===== src/hdl/ramr_pkg.sv =====
// shared types and constants for the rational add, multiply and reduce block
package ramr_pkg;

   // opcodes carried on the request side
   localparam logic [1:0] OP_ADD = 2'd0;
   localparam logic [1:0] OP_MUL = 2'd1;
   localparam logic [1:0] OP_RED = 2'd2;

   // result field widths and packing
   localparam int NUM_WIDTH        = 33;
   localparam int DEN_WIDTH        = 32;
   localparam int OUT_TDATA_WIDTH  = ((NUM_WIDTH + DEN_WIDTH + 7) / 8) * 8;
   localparam int OUT_PAD          = OUT_TDATA_WIDTH - NUM_WIDTH - DEN_WIDTH;

   // control for the shared multiply-accumulate unit
   typedef struct packed {
      logic valid;       // issue a product this cycle
      logic accumulate;  // add onto the running sum instead of replacing it
   } mul_req_type;

endpackage


===== src/hdl/ramr_mul.sv =====
// shared signed multiplier with registered product and accumulate stage
module ramr_mul
   import ramr_pkg::*;
#(
   parameter int OPERAND_WIDTH = 16,
   parameter int ACC_WIDTH     = 33
) (
   input  logic                          clock,
   input  logic                          reset,
   input  mul_req_type                   req,
   input  logic signed [OPERAND_WIDTH-1:0] op_a,
   input  logic signed [OPERAND_WIDTH-1:0] op_b,
   output logic signed [ACC_WIDTH-1:0]   acc
);

   logic signed [2*OPERAND_WIDTH-1:0] prod_in;
   logic signed [2*OPERAND_WIDTH-1:0] prod_ff;
   mul_req_type                       req_ff;
   logic signed [ACC_WIDTH-1:0]       acc_ff;
   logic signed [ACC_WIDTH-1:0]       acc_in;
   logic signed [ACC_WIDTH-1:0]       prod_ext;

   assign prod_in  = op_a * op_b;
   assign prod_ext = ACC_WIDTH'(prod_ff);

   always_comb begin
      acc_in = acc_ff;
      if (req_ff.valid) begin
         acc_in = req_ff.accumulate ? (acc_ff + prod_ext) : prod_ext;
      end
   end

   always_ff @(posedge clock) begin
      if (reset) begin
         req_ff <= '0;
      end else begin
         req_ff <= req;
      end
   end

   always_ff @(posedge clock) begin
      if (req.valid) begin
         prod_ff <= prod_in;
      end
      acc_ff <= acc_in;
   end

   assign acc = acc_ff;

endmodule


===== src/hdl/rational_add_multiply_reduce_top.sv =====
// top level: fraction add, multiply or reduce with gcd reduction of the result
//
//  channel  direction  ports                         contents
//  req      in         req_tvalid/tready/tdata/tuser opcode on tuser, two fractions on tdata
//  rsp      out        rsp_tvalid/tready/tdata       reduced numerator and denominator
//
// one item at a time: req_tready is high only while the sequencer is idle
// add and multiply use the shared multiplier, reduce skips it; then come the set-up
// state, the binary gcd loop (one shift or subtract a cycle) and two restoring
// divisions, one for the numerator and one for the denominator
// when neither part is positive the item leaves after the set-up state, and when the
// gcd is below 2 it leaves as soon as the gcd loop ends
// a finished result sits in the output register; the next transfer is taken
// while it waits, and only the final hand-over stalls on rsp_tready
// reset is synchronous and clears the sequencer, the output valid and the
// multiplier issue flag only
module rational_add_multiply_reduce_top
   import ramr_pkg::*;
#(
   parameter int OPERAND_WIDTH = 16
) (
   input  logic                                         clock,
   input  logic                                         reset,
   // request side
   input  logic                                         req_tvalid,
   output logic                                         req_tready,
   // a_num, a_den, b_num, b_den from the lowest bit up, zero padded to bytes
   input  logic [((4*OPERAND_WIDTH+7)/8)*8-1:0]         req_tdata,
   // opcode
   input  logic [1:0]                                   req_tuser,
   // result side
   output logic                                         rsp_tvalid,
   input  logic                                         rsp_tready,
   // result_num (33 bits), result_den (32 bits) from the lowest bit up, zero padded
   output logic [OUT_TDATA_WIDTH-1:0]                   rsp_tdata
);

   // internal width: exact sum of two products, wrapping at 64 bits
   localparam int IW = (2*OPERAND_WIDTH + 1 > 64) ? 64 : 2*OPERAND_WIDTH + 1;
   localparam int SW = IW + 2;              // shared subtractor width
   localparam int CW = $clog2(IW + 1);      // step and shift counters

   // sequencer states
   localparam logic [2:0] S_IDLE = 3'd0;
   localparam logic [2:0] S_MUL  = 3'd1;
   localparam logic [2:0] S_PREP = 3'd2;
   localparam logic [2:0] S_GCD  = 3'd3;
   localparam logic [2:0] S_DIV  = 3'd4;
   localparam logic [2:0] S_OUT  = 3'd5;

   // magnitude of a signed value as an unsigned word of the same width
   function automatic logic [IW-1:0] mag(input logic [IW-1:0] v);
      mag = v[IW-1] ? (~v + 1'b1) : v;
   endfunction

   // unpacked request fields
   logic signed [OPERAND_WIDTH-1:0] req_a_num;
   logic signed [OPERAND_WIDTH-1:0] req_a_den;
   logic signed [OPERAND_WIDTH-1:0] req_b_num;
   logic signed [OPERAND_WIDTH-1:0] req_b_den;

   assign req_a_num = req_tdata[OPERAND_WIDTH-1:0];
   assign req_a_den = req_tdata[2*OPERAND_WIDTH-1:OPERAND_WIDTH];
   assign req_b_num = req_tdata[3*OPERAND_WIDTH-1:2*OPERAND_WIDTH];
   assign req_b_den = req_tdata[4*OPERAND_WIDTH-1:3*OPERAND_WIDTH];

   // registers
   logic [2:0]                      state_ff, state_in;
   logic [CW-1:0]                   step_ff, step_in;
   logic [CW-1:0]                   k_ff, k_in;
   logic [1:0]                      opcode_ff, opcode_in;
   logic signed [OPERAND_WIDTH-1:0] an_ff, an_in;
   logic signed [OPERAND_WIDTH-1:0] ad_ff, ad_in;
   logic signed [OPERAND_WIDTH-1:0] bn_ff, bn_in;
   logic signed [OPERAND_WIDTH-1:0] bd_ff, bd_in;
   logic signed [IW-1:0]            n_ff, n_in;
   logic signed [IW-1:0]            d_ff, d_in;
   logic [IW-1:0]                   x_ff, x_in;
   logic [IW-1:0]                   y_ff, y_in;
   logic [IW-1:0]                   g_ff, g_in;
   logic [IW-1:0]                   r_ff, r_in;
   logic [IW-1:0]                   q_ff, q_in;
   logic                            sel_ff, sel_in;
   logic signed [IW-1:0]            rn_ff, rn_in;
   logic signed [IW-1:0]            rd_ff, rd_in;
   logic                            rsp_valid_ff, rsp_valid_in;
   logic [OUT_TDATA_WIDTH-1:0]      rsp_data_ff, rsp_data_in;

   // shared multiplier
   mul_req_type                     mul_req;
   logic signed [OPERAND_WIDTH-1:0] mul_a;
   logic signed [OPERAND_WIDTH-1:0] mul_b;
   logic signed [IW-1:0]            mul_acc;

   ramr_mul #(
      .OPERAND_WIDTH (OPERAND_WIDTH),
      .ACC_WIDTH     (IW)
   ) u_mul (
      .clock (clock),
      .reset (reset),
      .req   (mul_req),
      .op_a  (mul_a),
      .op_b  (mul_b),
      .acc   (mul_acc)
   );

   // shared subtractor: gcd compare/subtract and restoring division step
   logic [SW-1:0] sub_a;
   logic [SW-1:0] sub_b;
   logic [SW-1:0] sub_diff;
   logic          sub_ge;

   assign sub_diff = sub_a - sub_b;
   assign sub_ge   = !sub_diff[SW-1];

   // gcd result once one operand has reached zero
   logic [IW-1:0] g_odd;
   logic [IW-1:0] g_sh;
   logic [IW-1:0] q_fin;
   logic          any_pos;
   logic signed [63:0] rn_ext;
   logic signed [63:0] rd_ext;

   assign g_odd   = (x_ff == '0) ? y_ff : x_ff;
   assign g_sh    = g_odd << k_ff;
   assign q_fin   = {q_ff[IW-2:0], sub_ge};
   // true when at least one of numerator and denominator is positive
   assign any_pos = (!n_ff[IW-1] && (n_ff != '0)) || (!d_ff[IW-1] && (d_ff != '0));
   assign rn_ext  = 64'(rn_ff);
   assign rd_ext  = 64'(rd_ff);

   always_comb begin
      state_in     = state_ff;
      step_in      = step_ff;
      k_in         = k_ff;
      opcode_in    = opcode_ff;
      an_in        = an_ff;
      ad_in        = ad_ff;
      bn_in        = bn_ff;
      bd_in        = bd_ff;
      n_in         = n_ff;
      d_in         = d_ff;
      x_in         = x_ff;
      y_in         = y_ff;
      g_in         = g_ff;
      r_in         = r_ff;
      q_in         = q_ff;
      sel_in       = sel_ff;
      rn_in        = rn_ff;
      rd_in        = rd_ff;
      rsp_data_in  = rsp_data_ff;
      rsp_valid_in = rsp_valid_ff && !rsp_tready;
      mul_req      = '0;
      mul_a        = ad_ff;
      mul_b        = bd_ff;
      sub_a        = '0;
      sub_b        = '0;

      case (state_ff)
         S_IDLE: begin
            if (req_tvalid) begin
               opcode_in = req_tuser;
               an_in     = req_a_num;
               ad_in     = req_a_den;
               bn_in     = req_b_num;
               bd_in     = req_b_den;
               step_in   = '0;
               if (req_tuser inside {OP_ADD, OP_MUL}) begin
                  state_in = S_MUL;
               end else begin
                  // reduce and the unused code take fraction a as it is
                  n_in     = IW'(req_a_num);
                  d_in     = IW'(req_a_den);
                  state_in = S_PREP;
               end
            end
         end

         S_MUL: begin
            // product is registered in prod_ff, then lands in the accumulator acc_ff
            step_in = step_ff + 1'b1;
            case (step_ff)
               CW'(0): begin
                  mul_req.valid = 1'b1;
                  mul_a         = ad_ff;
                  mul_b         = bd_ff;
               end
               CW'(1): begin
                  mul_req.valid = 1'b1;
                  mul_a         = an_ff;
                  mul_b         = (opcode_ff == OP_MUL) ? bn_ff : bd_ff;
               end
               CW'(2): begin
                  d_in = mul_acc;
                  if (opcode_ff == OP_ADD) begin
                     mul_req.valid      = 1'b1;
                     mul_req.accumulate = 1'b1;
                     mul_a              = bn_ff;
                     mul_b              = ad_ff;
                  end
               end
               CW'(4): begin
                  n_in     = mul_acc;
                  state_in = S_PREP;
               end
               default: begin
               end
            endcase
         end

         S_PREP: begin
            x_in  = mag(n_ff);
            y_in  = mag(d_ff);
            k_in  = '0;
            rn_in = n_ff;
            rd_in = d_ff;
            state_in = any_pos ? S_GCD : S_OUT;
         end

         S_GCD: begin
            if ((x_ff == '0) || (y_ff == '0)) begin
               if (g_sh < IW'(2)) begin
                  state_in = S_OUT;
               end else begin
                  g_in     = g_sh;
                  q_in     = mag(n_ff);
                  r_in     = '0;
                  step_in  = CW'(IW);
                  sel_in   = 1'b0;
                  state_in = S_DIV;
               end
            end else if (!x_ff[0] && !y_ff[0]) begin
               x_in = x_ff >> 1;
               y_in = y_ff >> 1;
               k_in = k_ff + 1'b1;
            end else if (!x_ff[0]) begin
               x_in = x_ff >> 1;
            end else if (!y_ff[0]) begin
               y_in = y_ff >> 1;
            end else begin
               // both odd: subtract the smaller, or swap so the next pass can
               sub_a = {2'b00, x_ff};
               sub_b = {2'b00, y_ff};
               if (sub_ge) begin
                  x_in = sub_diff[IW-1:0];
               end else begin
                  x_in = y_ff;
                  y_in = x_ff;
               end
            end
         end

         S_DIV: begin
            // restoring division, one quotient bit a cycle
            sub_a   = {1'b0, r_ff, q_ff[IW-1]};
            sub_b   = {2'b00, g_ff};
            r_in    = sub_ge ? sub_diff[IW-1:0] : {r_ff[IW-2:0], q_ff[IW-1]};
            q_in    = q_fin;
            step_in = step_ff - 1'b1;
            if (step_ff == CW'(1)) begin
               if (!sel_ff) begin
                  rn_in   = n_ff[IW-1] ? (~q_fin + 1'b1) : q_fin;
                  q_in    = mag(d_ff);
                  r_in    = '0;
                  step_in = CW'(IW);
                  sel_in  = 1'b1;
               end else begin
                  rd_in    = d_ff[IW-1] ? (~q_fin + 1'b1) : q_fin;
                  state_in = S_OUT;
               end
            end
         end

         S_OUT: begin
            if (!rsp_valid_ff || rsp_tready) begin
               rsp_valid_in = 1'b1;
               rsp_data_in  = {{OUT_PAD{1'b0}}, rd_ext[DEN_WIDTH-1:0],
                               rn_ext[NUM_WIDTH-1:0]};
               state_in     = S_IDLE;
            end
         end

         default: begin
            state_in = S_IDLE;
         end
      endcase
   end

   // control state
   always_ff @(posedge clock) begin
      if (reset) begin
         state_ff     <= S_IDLE;
         rsp_valid_ff <= 1'b0;
      end else begin
         state_ff     <= state_in;
         rsp_valid_ff <= rsp_valid_in;
      end
   end

   // datapath
   always_ff @(posedge clock) begin
      step_ff     <= step_in;
      k_ff        <= k_in;
      opcode_ff   <= opcode_in;
      an_ff       <= an_in;
      ad_ff       <= ad_in;
      bn_ff       <= bn_in;
      bd_ff       <= bd_in;
      n_ff        <= n_in;
      d_ff        <= d_in;
      x_ff        <= x_in;
      y_ff        <= y_in;
      g_ff        <= g_in;
      r_ff        <= r_in;
      q_ff        <= q_in;
      sel_ff      <= sel_in;
      rn_ff       <= rn_in;
      rd_ff       <= rd_in;
      rsp_data_ff <= rsp_data_in;
   end

   assign req_tready = (state_ff == S_IDLE);
   assign rsp_tvalid = rsp_valid_ff;
   assign rsp_tdata  = rsp_data_ff;

endmodule

===== config.mk =====
export PLATFORM = sky130hd
export DESIGN_NAME = rational_add_multiply_reduce_top
export DESIGN_NICKNAME = d
export VERILOG_FILES = /design/src/hdl/ramr_pkg.sv /design/src/hdl/ramr_mul.sv /design/src/hdl/rational_add_multiply_reduce_top.sv
export SDC_FILE = /design/constraint.sdc
export NUM_CORES = 2
export LEC_CHECK = 0
export BUFFER_PORTS_ARGS = -buffer_cell sky130_fd_sc_hd__buf_2
export CORE_UTILIZATION = 29
export CTS_CLUSTER_DIAMETER = 200
export DETAILED_ROUTE_END_ITERATION = 10
export PLACE_DENSITY = 0.53
export SLEW_MARGIN = 30
export SYNTH_ARGS = -nofsm -noshare
export SYNTH_HDL_FRONTEND = slang
export SYNTH_HIERARCHICAL = 1
export SYNTH_SLANG_ARGS = --single-unit

===== constraint.sdc =====
create_clock -name clock -period 11 [get_ports clock]
set_input_delay 1.65 -clock clock [delete_from_list [all_inputs] [get_ports clock]]
set_output_delay 1.65 -clock clock [all_outputs]
set_load 0.02 [all_outputs]

==> metrics.txt <==
status finished clean; Min-Delay Path Class flip-flop to flip-flop; Die ar. approximately 140000 um2; Worst R2R Setup Slack ~1.5 ns; Critical Path End Type flip-flop; Final nets roughly 4700; Fin. Hold Viols 0; reg2reg end u_mul/prod_ff[29]; first-pass GRT wire length roughly 210000 um; DR DRC count 0; final wirelength about 140000 um; setup_tns 0 ns; worst skew pair latency 0.68 ns; initial antenna violation count 2; Top Ports 144; DR pass1 iterations 6; Max Transition Viols Final 0; hold path depth 0; number of H-tree levels 3; CTS root buffer clkbuf_16; number of nets with antenna violations after routing 0; clock buffer depth 3; Post-Place Cells slightly above 6000; crit path time final roughly 9.5 ns; n_diodes 0; worst r2r path cells 28; Syn Area/Cell between 9 and 10 um2; top-count cell post-synth nand2_1; CP max stage delay between 0.7 and 0.8 ns; Final period util 86.4%; Mapped Cells 4212; Most used DFF post-synth edfxtp_1; Synth area leaders edfxtp_1 (37%), fa_1 (13%), nand2_1 (5.5%); Post-synth EDFFs 505; Finished Layout Cells between 6000 and 7000; PortBufs around 140; FFs w/ async S/R, synth 0%; layout cells sized above 1 10.2%; RePlAce Congestion ~0.94; post-synthesis sequential area ratio between 30% and 40%; Setup Buffers After CTS 0; crit start category flip-flop; Worst Tran Pin Value slightly above 1 ns; largest net degree at the start of global routing slightly above 100; Min-Delay Endpoint rsp_tdata[0]; relative slew slack about a third; Seq cells post-synth 511; starting density of the core 29.3%; Die Wd approximately 380 um; DP Wirelength ~110000 um; CTS tree yes; remaining global-route overflow 0; crit-path most repeated cell fa_1; routed length per instance ~23 um; Slowest-stage cell, CP nor4_1; maximum capacitance violations 0; Yosys top cell area share between 30% and 40%; Num CTS Buffers 66; synthesis-to-finish area growth 12.4%; total track usage between 10% and 20%; CTS hold repair buffers 0; Layout Skew 0.0890 ns; area of the mapped netlist between 40000 and 50000 um2; initial DRC count between 3000 and 4000; Required @ worst endpoint approximately 11 ns; synth unique cells ~100; Post-synth top cells nand2_1 (599), edfxtp_1 (505), inv_1 (434); vias in the first global route approximately 32000; Rows ~140; arrival time worst endpoint 9.97 ns; FMAX around 0.11 GHz; Setup CP Type flip-flop to flip-flop; post-synth top area cell edfxtp_1; post-CTS sizing 0; critical path peak fanout 13; Hold Path Origin rn_ff[0]; final setup vio count 0; Worst-path clk slew 0.06 ns; core outline area ~140000 um2; fin util around a third; RSZ-0062 raised after global routing no; Vias/cell around 5.4; Synth warnings 6; vias approximately 33000; Die Ht between 300 and 400 um; CTS Sinks 511; R2R Path Start step_ff[3]
## registers in the layout, indices dropped and copies added, names as in the netlist
name           flops
rsp_tvalid         1
d_ff              33
x_ff              33
r_ff              33
bn_ff             16
step_ff            6
u_mul/acc         33
rsp_tdata         65
u_mul/prod_ff     32
opcode_ff          2
g_ff              33
u_mul/req_ff       2
state_ff           3
q_ff              33
bd_ff             16
an_ff             16
rn_ff             33
y_ff              33
k_ff               6
ad_ff             16
sel_ff             1
n_ff              33
rd_ff             32
## through the flow
step	area, um2	hold WS (ns)	worst slack [ns]
global route	46100	0.420	0.664
CTS	46000	0.417	1.53
global placement	43600	0.403	1.67
detailed placement	43600	0.405	1.49
finish	46100	0.416	1.49
floorplan	41000	0.400	2.46
## area by class of cell
| class | instances | area (um2) |
|---|---|---|
| Fill cell | 14500 | 93800 |
| Clock inverter | 48 | 711 |
| Timing Repair Buffer | 208 | 1250 |
| Tap cell | 1876 | 2350 |
| Clock buffer | 74 | 1680 |
| Multi-Input combinational cell | 3020 | 23100 |
| Sequential cell | 511 | 15300 |
| Inverter | 438 | 1650 |
## per-layer routing
metal | GRT usage, % | vias to the layer above | part of all wire, %
met2 | 31.6 | 1380 | 46
met3 | 3.79 | 237 | 7.6
li1 | - | 14900 | -
met4 | 7.36 | 0 | 4.0
met1 | 26.7 | 16500 | 42
met5 | 0 | - | 0
## worst max-delay path by stage
| stage | start | endpoint | slack (ns) | cells past startpoint |
|---|---|---|---|---|
| 6_report | step_ff[3] | u_mul/prod_ff[29] | 1.49 | 28 |
| 5_1_grt | step_ff[3] | u_mul/prod_ff[29] | 0.66 | 28 |
| 4_1_cts | step_ff[3] | u_mul/prod_ff[29] | 1.53 | 28 |
| 3_5_place_dp | step_ff[3] | u_mul/prod_ff[29] | 1.49 | 28 |
| 3_3_place_gp | step_ff[3] | u_mul/prod_ff[29] | 1.67 | 28 |
| 2_1_floorplan | step_ff[3] | u_mul/prod_ff[31] | 2.46 | 28 |
## cell usage in the layout, fill, tap and decap left out, types with 17 or more instances in the layout
master / count
fa_1: 264
buf_2: 136
nand2_1: 598
buf_4: 69
o211a_1: 20
a211oi_1: 50
nor2b_1: 28
ha_1: 156
edfxtp_1: 505
nor3b_1: 32
nor4_1: 32
inv_1: 433
o41ai_1: 37
and2_1: 135
nor2_1: 224
clkbuf_16: 66
o21bai_1: 20
a21o_1: 33
nor3_1: 43
mux2_2: 27
o221ai_1: 24
or3_1: 41
o21ai_0: 216
nand2b_1: 35
a22o_1: 19
nand3_1: 56
a22oi_1: 59
a31oi_1: 32
xnor2_1: 75
nand4_1: 21
o31ai_1: 42
mux2i_1: 58
xor2_1: 110
a21oi_1: 220
or2_2: 17
o22ai_1: 22
a222oi_1: 19
## cells by family after synthesis
kind of cell / synth area share [%]
simple gates: 15.7
mux: 2.64
buf+inv: 6.59
xor+xnor: 3.95
compound gates: 16.2
other cells: 0.00915
flops: 37.3
fa+ha+maj: 17.7
## worst max-delay path, delay by kind of cell, from the launching register on
family	cells	cell delay, ns
flip-flops	1	0.51
buffers and inverters	3	0.55
AND/OR/NAND/NOR	9	2.33
AO/OA/AOI/OAI	9	2.54
adder cells (fa/ha/maj)	7	3.44
Power is not shown: default switching activity piles up to over one toggle a cycle in this logic, so the estimate is an artifact.
